<file path="src/mkd_pkg.sv">
// mkd_pkg: shared types, widths and the A-Z Morse table for the Morse key decoder.
// Used by mkd_match and morse_key_decoder; depends on nothing.
package mkd_pkg;

	localparam int MAX_SYMBOLS = 8;
	localparam int WORD_DEPTH  = 16;
	localparam int LETTERS     = 26;

	localparam int SYM_CNT_W  = 4;
	localparam int PAT_W      = 8;
	localparam int PAT_AW     = $clog2(PAT_W);
	localparam int WORD_LEN_W = 5;
	localparam int LETTER_W   = 5;
	localparam int IDX_W      = 4;
	localparam int STORE_AW   = $clog2(WORD_DEPTH);
	localparam int TIME_W     = 32;
	localparam int THRESH_W   = 16;

	localparam logic [THRESH_W-1:0] LONG_PRESS_RST = 16'd300;

	// symbol count and dash pattern (bit i = symbol i, 1 dash) per letter, A first
	localparam logic [SYM_CNT_W-1:0] CODE_LEN [LETTERS] = '{
		4'd2, 4'd4, 4'd4, 4'd3, 4'd1, 4'd4, 4'd3, 4'd4, 4'd2, 4'd4, 4'd3, 4'd4, 4'd2,
		4'd2, 4'd3, 4'd4, 4'd4, 4'd3, 4'd3, 4'd1, 4'd3, 4'd4, 4'd3, 4'd4, 4'd4, 4'd4
	};
	localparam logic [PAT_W-1:0] CODE_BITS [LETTERS] = '{
		8'd2, 8'd1, 8'd5, 8'd1, 8'd0, 8'd4, 8'd3, 8'd0, 8'd0, 8'd14, 8'd5, 8'd2, 8'd3,
		8'd1, 8'd7, 8'd6, 8'd11, 8'd2, 8'd0, 8'd1, 8'd4, 8'd8, 8'd6, 8'd9, 8'd13, 8'd3
	};

	localparam int IN_TDATA_W  = 40;
	localparam int OUT_TDATA_W = 32;

	// input beat, last field in the lowest bits
	typedef struct packed {
		logic                 pad;
		logic [IDX_W-1:0]     read_index;
		logic [TIME_W-1:0]    time_ms;
		logic                 decode_down;
		logic                 erase_down;
		logic                 key_down;
	} in_beat_t;

	// result beat, last field in the lowest bits
	typedef struct packed {
		logic [1:0]            pad;
		logic [LETTER_W-1:0]   read_letter;
		logic                  word_full;
		logic                  decode_missed;
		logic [LETTER_W-1:0]   added_letter;
		logic                  letter_added;
		logic [WORD_LEN_W-1:0] word_length;
		logic [PAT_W-1:0]      symbol_pattern;
		logic [SYM_CNT_W-1:0]  symbol_count;
	} out_beat_t;

	typedef struct packed {
		logic                hit;
		logic [LETTER_W-1:0] letter;
	} match_t;

endpackage

</file>
<file path="src/mkd_match.sv">
// mkd_match: looks up pending Morse symbols in the A-Z table.
// Depends on mkd_pkg for the table and the match_t result.
module mkd_match (
	input  logic [mkd_pkg::SYM_CNT_W-1:0] count,
	input  logic [mkd_pkg::PAT_W-1:0]     pattern,
	output mkd_pkg::match_t               result
);
	import mkd_pkg::*;

	// walk downward so the lowest matching letter wins
	always_comb begin
		result = '0;
		for (int i = LETTERS - 1; i >= 0; i--) begin
			if (count == CODE_LEN[i] && pattern == CODE_BITS[i]) begin
				result.hit    = 1'b1;
				result.letter = LETTER_W'(i);
			end
		end
	end

endmodule

</file>
<file path="src/morse_key_decoder.sv">
// morse_key_decoder: top level of the Morse key decoder.
// Depends on mkd_pkg and mkd_match.
//
// Usage:
//   s_* carries one button poll per beat; m_* returns one result beat per poll.
//   cfg_* writes long_press_ms (always ready); write it only while the block is idle.
//   A poll lands in an input register, and the symbol, erase, decode and letter
//   store updates all happen together as it moves into the result register.
//   Throughput is one poll per cycle as long as m_tready stays high.
//   s_tready stays high while the result register is empty or being taken, so a
//   new poll is accepted while the previous result waits. When m_tready is low
//   the result holds, the input register fills and then s_tready drops.
//   Reset (arst_n low) empties both registers, clears the pending symbols, the
//   key state and the letter count, and sets long_press_ms to 300. The letter
//   store itself is not cleared; entries at or above the letter count are never
//   reported.
module morse_key_decoder (
	input  logic                            clk,
	input  logic                            arst_n,
	input  logic                            s_tvalid,
	output logic                            s_tready,
	// key_down, erase_down, decode_down, time_ms[31:0], read_index[3:0], zero pad
	input  logic [mkd_pkg::IN_TDATA_W-1:0]  s_tdata,
	output logic                            m_tvalid,
	input  logic                            m_tready,
	// symbol_count[3:0], symbol_pattern[7:0], word_length[4:0], letter_added,
	// added_letter[4:0], decode_missed, word_full, read_letter[4:0], zero pad
	output logic [mkd_pkg::OUT_TDATA_W-1:0] m_tdata,
	input  logic                            cfg_valid,
	output logic                            cfg_ready,
	input  logic [mkd_pkg::THRESH_W-1:0]    cfg_data
);
	import mkd_pkg::*;

	logic                  valid_s1;
	in_beat_t              in_s1;
	logic                  out_valid_q;
	out_beat_t             out_q;

	logic [THRESH_W-1:0]   long_press_q;
	logic                  key_held_q;
	logic [TIME_W-1:0]     press_start_q;
	logic [SYM_CNT_W-1:0]  pend_cnt_q;
	logic [PAT_W-1:0]      pend_bits_q;
	logic [WORD_LEN_W-1:0] letter_cnt_q;
	logic [LETTER_W-1:0]   store_q [WORD_DEPTH];

	logic                  advance;
	logic                  step;
	logic [TIME_W-1:0]     dur;
	logic                  release_ev;
	logic [SYM_CNT_W-1:0]  cnt1, cnt2;
	logic [PAT_W-1:0]      bits1, bits2;
	logic [WORD_LEN_W-1:0] lc2, lc3;
	match_t                match;
	logic                  added, missed, full;
	logic [LETTER_W-1:0]   rd_letter;
	out_beat_t             res;

	assign advance   = !out_valid_q || m_tready;
	assign step      = valid_s1 && advance;
	assign s_tready  = !valid_s1 || advance;
	assign cfg_ready = 1'b1;
	assign m_tvalid  = out_valid_q;
	assign m_tdata   = out_q;

	mkd_match u_match (
		.count   (cnt2),
		.pattern (bits2),
		.result  (match)
	);

	always_comb begin
		dur        = in_s1.time_ms - press_start_q;
		release_ev = !in_s1.key_down && key_held_q;

		cnt1  = pend_cnt_q;
		bits1 = pend_bits_q;
		if (release_ev && pend_cnt_q < SYM_CNT_W'(MAX_SYMBOLS)) begin
			if (dur >= {{(TIME_W-THRESH_W){1'b0}}, long_press_q})
				bits1[pend_cnt_q[PAT_AW-1:0]] = 1'b1;
			cnt1 = pend_cnt_q + 1'b1;
		end

		cnt2  = cnt1;
		bits2 = bits1;
		lc2   = letter_cnt_q;
		if (in_s1.erase_down) begin
			if (cnt1 != '0) begin
				cnt2 = cnt1 - 1'b1;
				bits2[cnt2[PAT_AW-1:0]] = 1'b0;
			end else if (letter_cnt_q != '0) begin
				lc2 = letter_cnt_q - 1'b1;
			end
		end

		added  = 1'b0;
		missed = 1'b0;
		full   = 1'b0;
		if (in_s1.decode_down) begin
			if (!match.hit)
				missed = 1'b1;
			else if (lc2 >= WORD_LEN_W'(WORD_DEPTH))
				full = 1'b1;
			else
				added = 1'b1;
		end
		lc3 = lc2 + WORD_LEN_W'(added);

		// forward the letter written by this same poll
		rd_letter = '0;
		if ({1'b0, in_s1.read_index} < lc3) begin
			if (added && in_s1.read_index == lc2[STORE_AW-1:0])
				rd_letter = match.letter;
			else
				rd_letter = store_q[in_s1.read_index];
		end

		res                = '0;
		res.symbol_count   = in_s1.decode_down ? '0 : cnt2;
		res.symbol_pattern = in_s1.decode_down ? '0 : bits2;
		res.word_length    = lc3;
		res.letter_added   = added;
		res.added_letter   = added ? match.letter : '0;
		res.decode_missed  = missed;
		res.word_full      = full;
		res.read_letter    = rd_letter;
	end

	always_ff @(posedge clk or negedge arst_n) begin
		if (!arst_n) begin
			valid_s1      <= 1'b0;
			out_valid_q   <= 1'b0;
			long_press_q  <= LONG_PRESS_RST;
			key_held_q    <= 1'b0;
			press_start_q <= '0;
			pend_cnt_q    <= '0;
			pend_bits_q   <= '0;
			letter_cnt_q  <= '0;
		end else begin
			if (cfg_valid)
				long_press_q <= cfg_data;
			if (s_tvalid && s_tready)
				valid_s1 <= 1'b1;
			else if (step)
				valid_s1 <= 1'b0;
			if (advance)
				out_valid_q <= valid_s1;
			if (step) begin
				if (in_s1.key_down) begin
					if (!key_held_q) begin
						key_held_q    <= 1'b1;
						press_start_q <= in_s1.time_ms;
					end
				end else begin
					key_held_q <= 1'b0;
				end
				pend_cnt_q   <= res.symbol_count;
				pend_bits_q  <= res.symbol_pattern;
				letter_cnt_q <= lc3;
			end
		end
	end

	// payload registers
	always_ff @(posedge clk) begin
		if (s_tvalid && s_tready)
			in_s1 <= s_tdata;
		if (step)
			out_q <= res;
		if (step && added)
			store_q[lc2[STORE_AW-1:0]] <= match.letter;
	end

	a_sym_cnt_range: assert property (@(posedge clk) disable iff (!arst_n)
		pend_cnt_q <= SYM_CNT_W'(MAX_SYMBOLS))
		else $error("pending symbol count above limit");

	a_word_len_range: assert property (@(posedge clk) disable iff (!arst_n)
		letter_cnt_q <= WORD_LEN_W'(WORD_DEPTH))
		else $error("letter count above store depth");

	a_bits_above_cnt: assert property (@(posedge clk) disable iff (!arst_n)
		(pend_bits_q >> pend_cnt_q) == '0)
		else $error("pattern bit set beyond pending count");

	a_add_xor_full: assert property (@(posedge clk) disable iff (!arst_n)
		out_valid_q |-> !(out_q.letter_added && (out_q.word_full || out_q.decode_missed)))
		else $error("letter added together with a decode failure flag");

	a_stall_holds_state: assert property (@(posedge clk) disable iff (!arst_n)
		(valid_s1 && !advance) |=> $stable(letter_cnt_q) && $stable(pend_cnt_q))
		else $error("state changed while result stalled");

endmodule
</file>
<file path="config.mk">
export PLATFORM = sky130hd
export DESIGN_NAME = morse_key_decoder
export DESIGN_NICKNAME = d
export VERILOG_FILES = /design/src/mkd_pkg.sv /design/src/mkd_match.sv /design/src/morse_key_decoder.sv
export SDC_FILE = /design/constraint.sdc
export NUM_CORES = 1
export LEC_CHECK = 0
export ABC_AREA = 1
export BUFFER_PORTS_ARGS = -buffer_cell sky130_fd_sc_hd__buf_2
export CAP_MARGIN = 20
export CORE_AREA = 4 4 170 172
export DETAILED_ROUTE_END_ITERATION = 12
export DIE_AREA = 0 0 174 176
export PLACE_DENSITY = 0.67
export SYNTH_ARGS = -nofsm -noshare
export SYNTH_HDL_FRONTEND = slang
export SYNTH_SLANG_ARGS = --single-unit
</file>
<file path="constraint.sdc">
create_clock -name clk -period 7.66 [get_ports clk]
set_input_delay 0.383 -clock clk [delete_from_list [all_inputs] [get_ports clk]]
set_output_delay 0.383 -clock clk [all_outputs]
set_load 0.005 [all_outputs]
</file>
# --- After elaboration in Yosys (flattened, before gate mapping) ---
# Memories as Yosys holds them, arrays and structs flattened. A register that Yosys moved wholly into a read port is not among the register bits.
# Cells that the tools add are included.
totals:
  latch_bits: 0
  ff_bits: 132
  word_cells: 151
  out_inout_bits: 35
  n_memories: 1
  ramBits: 80
  in_bits: 61
  rom_bits: 0
memory_table:
  columns: ["name", "words", "width", "rd", "rd_clocked_by_memory_dff", "wr", "line_no", "source"]
  rows:
  - ["store_q", 16, 5, 1, 1, 1, "morse_key_decoder.sv:46", "logic [LETTER_W-1:0] store_q [WORD_DEPTH];"]
op_classes:
  add_sub_neg: 5
  n_eq_ne: 16
  n_lt_le_gt_ge: 8
  reduce_logical: 45
  muxes: 52
  multipliers: 0
  n_bitwise: 4
  div_mod_pow: 0
  shift: 0
op_table:
  columns: ["cell", "n"]
  rows:
  - ["2-to-1 mux 6 bit", 26]
  - ["== test 8 x 4 -> 1 bit, second input constant", 5]
  - ["2-to-1 mux 8 bit", 5]
  - ["logical AND 1 bit", 33]
  - ["== test 8 x 3 -> 1 bit, second input constant", 4]
  - [">= comparator 32 x 16 -> 1 bit", 1]
  - ["subtractor 32 bit", 1]
  - ["== test 8 x 2 -> 1 bit, second input constant", 2]
  - ["2-to-1 mux 4 bit", 4]
  - ["2-to-1 mux 5 bit", 3]
  - ["2-to-1 mux 1 bit", 12]
  - ["AND 8 bit", 1]
  - ["== test 4 x 2 -> 1 bit, second input constant", 2]
  - ["== test 8 x 1 -> 1 bit, second input constant", 1]
  - ["logical NOT 8 bit", 1]
  - ["< comparator 3 x 4 -> 1 bit, second input constant", 2]
  - ["inverter 8 bit", 1]
  - ["OR 8 bit", 1]
  - ["demux 1 bit (select 3 bit)", 2]
  - [">= comparator 3 x 1 -> 1 bit, second input constant", 2]
  - ["adder 5 x 1 -> 5 bit", 1]
  - [">= comparator 5 bit, second input constant", 1]
  - ["< comparator 4 x 5 -> 1 bit", 1]
  - ["nonzero test 5 bit", 1]
  - ["other kinds (13)", 17]

# --- Depth between registers and ports, before layout ---
logic_depth:
  ltp_word: 46
  ltp_mapped: 47
  ltp_nobuf: 47

# --- Cells and area by module ---
# Synthesis repeated with hierarchy kept, for this count alone.
hier_totals:
  cells_unflattened: 1505
  area_unflattened_um2: 12331.8
by_module_without_submodules:
  columns: ["module", "seq_area_each_um2", "area_each_um2", "instances", "cells_each"]
  rows:
  - ["morse_key_decoder", 6180.9, 11840.1, 1, 1407]
  - ["mkd_match", 0.0, 491.7, 1, 98]

# --- Least setup slack after synthesis ---
# Ideal clock, no wire load.
synth_timing:
  kind: "register to register"
  from: "register in_s1[5] (netlist name)"
  to: "register, netlist name m_tdata[27]"
  path_stages_with_launch: 45
  n_path_buf: 0
  setup_time_ns: 0.255
  required_time_ns: 7.405
  slack_ns: 2.101
  period_less_slack_ns: 5.559
  arrival_ns: 5.303
  path_cell_list: "edfxtp_1 > ha_1 > nand2_1 > nand2_1 > inv_2 > nand2_4 > nand2_1 > nand2_2 > nand2_1 > nand2_1 > xor2_1 > ha_1 > a21oi_1 > nor2_1 > a211oi_1 > nand3_1 > nor2_1 > nand3_1 > [... 9 more ...] > nand2_1 > nor2_1 > nand2_4 > nand3_1 > inv_1 > ha_1 > ha_1 > inv_1 > xor2_1 > inv_1 > ha_1 > nand2_1 > a21oi_1 > a211o_1 > a21oi_1 > or2_2 > o21ai_0 > nor2_1"
synth_between:
  elab_chain_cells: 40
  elab_cells_between_ends: 77
  classes_between: "2 x add/sub; 2 x order compare; 12 x eq/ne; 32 x mux; 1 x bitwise; 28 x reduce/logical"
synth_rtl:
  columns: ["item", "line_no", "source"]
  rows:
  - ["start: declaration", "morse_key_decoder.sv:36", "in_beat_t in_s1;"]
  - ["start signal: assignment", "morse_key_decoder.sv:168", "in_s1 <= s_tdata;"]
  - ["subtractor 32 bit *", "morse_key_decoder.sv:74", "dur = in_s1.time_ms - press_start_q;"]
  - [">= comparator 32 x 16 -> 1 bit *", "morse_key_decoder.sv:80", "if (dur >= {{(TIME_W-THRESH_W){1'b0}}, long_press_q})"]
  - ["2-to-1 mux 8 bit *", "morse_key_decoder.sv:80", null]
  - ["2-to-1 mux 8 bit *", "morse_key_decoder.sv:79", "if (release_ev && pend_cnt_q < SYM_CNT_W'(MAX_SYMBOLS)) begin"]
  - ["AND 8 bit (no line)", null, null]
  - ["2-to-1 mux 8 bit", "morse_key_decoder.sv:89", "if (cnt1 != '0) begin"]
  - ["2-to-1 mux 8 bit *", "morse_key_decoder.sv:88", "if (in_s1.erase_down) begin"]
  - ["== test 8 x 2 -> 1 bit", "mkd_match.sv:14", "if (count == CODE_LEN[i] && pattern == CODE_BITS[i]) begin"]
  - ["[... 26 more ...]", null, null]
  - ["2-to-1 mux 6 bit *", "mkd_match.sv:14", null]
  - ["2-to-1 mux 1 bit *", "morse_key_decoder.sv:101", "if (!match.hit)"]
  - ["2-to-1 mux 1 bit *", "morse_key_decoder.sv:100", "if (in_s1.decode_down) begin"]
  - ["named net added", "morse_key_decoder.sv:56", "logic added, missed, full;"]
  - ["adder 5 x 1 -> 5 bit *", "morse_key_decoder.sv:108", "lc3 = lc2 + WORD_LEN_W'(added);"]
  - ["named net lc3[2]", "morse_key_decoder.sv:54", "logic [WORD_LEN_W-1:0] lc2, lc3;"]
  - ["< comparator 4 x 5 -> 1 bit *", "morse_key_decoder.sv:112", "if ({1'b0, in_s1.read_index} < lc3) begin"]
  - ["logical NOT 1 bit (no line) *", null, null]
# Mark *: on every way through the listed nets, which the timed path passes. The rest lies on a longest branch.
# A chain may end at the register's enable or synchronous reset.

# --- Worst setup path after layout ---
layout_timing:
  from: "register in_s1[5] (netlist name)"
  to: "register, netlist name m_tdata[26]"
layout_between:
  elab_chain_cells: 40
  elab_cells_between_ends: 77
  classes_between: "2 x add/sub; 2 x order compare; 12 x eq/ne; 32 x mux; 1 x bitwise; 28 x reduce/logical"
layout_rtl:
  columns: ["item", "line_no"]
  rows:
  - ["subtractor 32 bit *", "morse_key_decoder.sv:74"]
  - [">= comparator 32 x 16 -> 1 bit *", "morse_key_decoder.sv:80"]
  - ["2-to-1 mux 8 bit *", "morse_key_decoder.sv:80"]
  - ["2-to-1 mux 8 bit *", "morse_key_decoder.sv:79"]
  - ["AND 8 bit (no line)", null]
  - ["2-to-1 mux 8 bit", "morse_key_decoder.sv:89"]
  - ["2-to-1 mux 8 bit *", "morse_key_decoder.sv:88"]
  - ["== test 8 x 2 -> 1 bit", "mkd_match.sv:14"]
  - ["[... 26 more ...]", null]
  - ["2-to-1 mux 6 bit *", "mkd_match.sv:14"]
  - ["2-to-1 mux 1 bit *", "morse_key_decoder.sv:101"]
  - ["2-to-1 mux 1 bit *", "morse_key_decoder.sv:100"]
  - ["named net added", "morse_key_decoder.sv:56"]
  - ["adder 5 x 1 -> 5 bit *", "morse_key_decoder.sv:108"]
  - ["named net lc3[2]", "morse_key_decoder.sv:54"]
  - ["< comparator 4 x 5 -> 1 bit *", "morse_key_decoder.sv:112"]
  - ["logical NOT 1 bit (no line) *", null]
# Marked as above.

==> results.py <==
metrics = {
    "hold_path": {
        "hold_depth": 1,
        "hold_class": "in -> reg",
        "min_to": "in_s1[11]",
        "min-delay-start": "s_tdata[11]",
    },
    "power": {
        "leakage_nw": 6.608,
        "pwr-share-clk_pct": 19.1,
        "swShare_pct": 42.96,
        "peakVddDrop_v": 0.0002073,
        "powerDensity_nw_per_um2": 388.8,
        "power.internal_mw": 3.044,
        "p_seq_share_pct": 32.7,
        "combPwrFrac_pct": 48.2,
        "power_switching_mw": 2.293,
    },
    "logic_synthesis": {
        "synth_seq_area_share_pct": 50.53,
        "synth.distinct_cells": 47,
        "async_flop_share_pct": 31.34,
        "post_synth.cell_area_avg_sq_um": 8.373,
        "syn_area_sq_um": 12230,
        "synth-edff-count": 149,
        "ys_ff_latch": 217,
        "synthFlopType": "edfxtp_1",
        "syn_inst": 1461,
        "synth_top_area_cell": "edfxtp_1",
        "yosys_warnings": 0,
        "netlist.area_leader.share_pct": 36.58,
        "synth.area.top_cells": "edfxtp_1 (37%), dfrtp_1 (13%), nand2_1 (12%)",
    },
    "cells_and_area": {
        "drive_gt1_share_pct": 11.69,
        "filler_cell_count": 2599,
        "num_antenna_cells": 0,
        "finish.utilization_pct": 49.95,
        "area_growth_pct": 12.20,
        "finalNetCount": 1669,
    },
    "clock_tree": {
        "cts_root_buf": "clkbuf_16",
        "cts_tree": "done",
        "clkTransAtPathRegs_ns": 0.06,
        "cts_made_buffers": 23,
        "cts_setup_buffers": 0,
        "clock-sinks": 217,
        "cts_resized": 0,
        "clkLatencyLatePin_ns": 0.52,
        "hold_buffers": 0,
        "clk_path_buf_depth": 3,
        "htreeDepth": 1,
    },
    "floorplanning": {
        "die_y_um": 176,
        "core_area_sq_um": 27480,
        "initial_core_util_pct": 44.52,
        "io_pins": 96,
        "die_x_um": 174,
        "dieArea_sq_um": 30620,
        "rows": 61,
    },
    "critical_path": {
        "crit_type": "reg -> reg",
        "slowest_stage": "nor2_4",
        "rrSetupSlack_ns": 0.74,
        "critPathMaxStageDelay_ns": 0.47,
        "rr_endpoint": "m_tdata[26]",
        "reg2regPathDepth": 45,
        "crit-reg2reg-launch": "in_s1[5]",
        "startpoint_type": "register",
        "required_ns": 7.93,
        "cp_common_cell": "nand2_1",
        "crit_fanout": 27,
        "critical_path.endpoint_type": "register",
        "cp.arrival_ns": 7.19,
    },
    "placed_design": {
        "dp.final_hpwl_mm": 19.82,
        "globalplace.congestion": 0.9040,
        "io_buffers": 91,
    },
    "global_routing": {
        "grt_max_degree": 69,
        "grt_pass1_vias": 9437,
        "grt_usage_pct": 17.71,
        "antenna_found_initial": 0,
        "grt_first_pass_wirelength_mm": 45.31,
        "gr-total-overflow": 0,
    },
    "timing": {
        "fin_skew_ns": 0.01369,
        "finalCriticalPeriod_ns": 6.919,
        "grt_setup_unrepaired": "false",
        "relSlewSlack_pct": 33.76,
        "post-route-period-util_pct": 90.32,
        "final.setup.tns_ns": 0,
        "hold_viol": 0,
        "maxSlewViolCount": 0,
        "fmax_mhz": 144.5,
        "worstMarginPinSlew_ns": 0.9925,
        "setup_viol": 0,
    },
    "outcome": {
        "outcome": "complete, no violations",
    },
    "flow_run": {
        "cap_violations": 0,
    },
    "route": {
        "wirelength_mm": 27.26,
        "wl_per_cell_um": 14.26,
        "drcViolationCount": 0,
        "firstDrtPassIters": 6,
        "vias": 9546,
        "viasPerCell": 4.993,
        "drtAntennaViolNets": 0,
        "drtIter0Drc": 533,
    },
}
-- routing by layer --
layer	part of all wire (%)	vias up	wire [um]	global-route usage, %
li1	-	4886	-	-
met1	46	4372	12610	24.05
met2	46	227	12460	29.35
met3	5.2	61	1412	2.805
met4	2.9	0	785	5.774
met5	0	-	0	0
-- metrics by stage --
step	power [mW]	std cells	setup slack [ns]	hold slack, ns	instance area [sq um]
6_report	5.336	1912	0.7414	0.03644	13730
5_1_grt	5.812	1912	0.1458	0.01159	13730
4_1_cts	5.365	1911	0.8199	0.01422	13710
3_5_place_dp	4.328	1872	0.8491	0.4862	13020
3_3_place_gp	4.260	1872	1.024	0.4736	13020
2_1_floorplan	3.636	1462	2.101	0.08741	12240
-- kinds of logic (layout without fill, tap and decap cells) --
group	after synthesis	in the layout	share of synthesized area, %
AO/OA/AOI/OAI	168	168	7.640
other	2	3	0.06139
multiplexers	13	13	1.084
buffers and inverters	270	374	8.510
XOR/XNOR	27	27	1.994
adder cells (fa/ha/maj)	56	56	5.789
flip-flops	217	217	50.53
AND/OR/NAND/NOR	708	708	24.39
-- worst max path at each step --
stage / startpoint / end / slack (ns) / depth (start not counted)
global route: in_s1[17] / m_tdata[29] / 0.15 / 43
global placement: in_s1[11] / m_tdata[27] / 1.02 / 43
detailed placement: in_s1[5] / m_tdata[29] / 0.85 / 45
CTS: in_s1[3] / m_tdata[29] / 0.82 / 44
floorplan: in_s1[5] / m_tdata[27] / 2.10 / 44
finish: in_s1[5] / m_tdata[26] / 0.74 / 45
-- cell type report --
cell class	instances	area [sq um]	share of cell area, %
clock buffers	30	621.8	4.531
clock inverters	9	62.56	0.4558
inverters	237	889.6	6.481
multi-input cells	975	5017	36.55
flip-flops and latches	217	6181	45.03
well taps	346	432.9	3.154
repair buffers	98	520.5	3.792
-- power by group through the flow --
| stage | Combinational (mW) | Clock (mW) | Sequential (mW) |
|---|---|---|---|
| 3_5_place_dp | 2.56 | 0 | 1.77 |
| 5_1_grt | 2.95 | 1.09 | 1.77 |
| 4_1_cts | 2.57 | 1.04 | 1.75 |
| 2_1_floorplan | 1.88 | 0 | 1.75 |
| 3_3_place_gp | 2.49 | 0 | 1.77 |
| 6_report | 2.57 | 1.02 | 1.75 |
-- state kept, by name (all words and copies together) (netlist names), 4 cells and up --
register,cells
in_s1,39
letter_cnt_q,5
long_press_q,16
m_tdata,30
pend_bits_q,8
pend_cnt_q,4
press_start_q,32
store_q,80
-- worst max-delay path, delay by kind of cell (launching register included) --
family          cells  cell delay [ns]
xor+xnor            2             0.40
fa+ha+maj           5             1.32
simple gates       28             3.40
flops               1             0.39
buf+inv             4             0.37
compound gates      6             0.76
-- cell usage in the layout, fill, tap and decap left out, drive strengths merged --
cell type  instances
a211o              1
a211oi             2
a21o               2
a21oi             61
a31oi              4
and2               7
buf               98
clkbuf            30
clkinv             8
clkinvlp           1
conb               3
dfrtp             64
dfstp              4
edfxtp           149
fa                 1
ha                55
inv              237
mux2               2
mux2i             11
nand2            387
nand3             64
nand3b             3
nand4             19
nor2             211
nor3              13
nor4               2
o21ai             75
o221ai             8
o22ai              6
o32ai              9
or2                2
xnor2              4
xor2              23
-- synth_stat cells (3+ instances only) --
cell / number
buf_4: 3
nor3_1: 10
clkbuf_1: 25
xor2_1: 22
inv_2: 11
nor2_1: 198
o221ai_1: 8
nor2_2: 10
o22ai_1: 6
nand3_2: 5
nand3_1: 59
nand3b_1: 3
a21oi_1: 61
edfxtp_1: 149
nand2_1: 377
xnor2_1: 4
o21ai_1: 3
inv_1: 226
nand4_1: 18
mux2i_1: 11
nor2_4: 3
ha_1: 55
and2_1: 7
nand2_2: 8
dfstp_2: 4
a31oi_1: 4
o21ai_0: 71
o32ai_1: 9
dfrtp_1: 64
No activity file was read; power rests on OpenSTA's default activity.
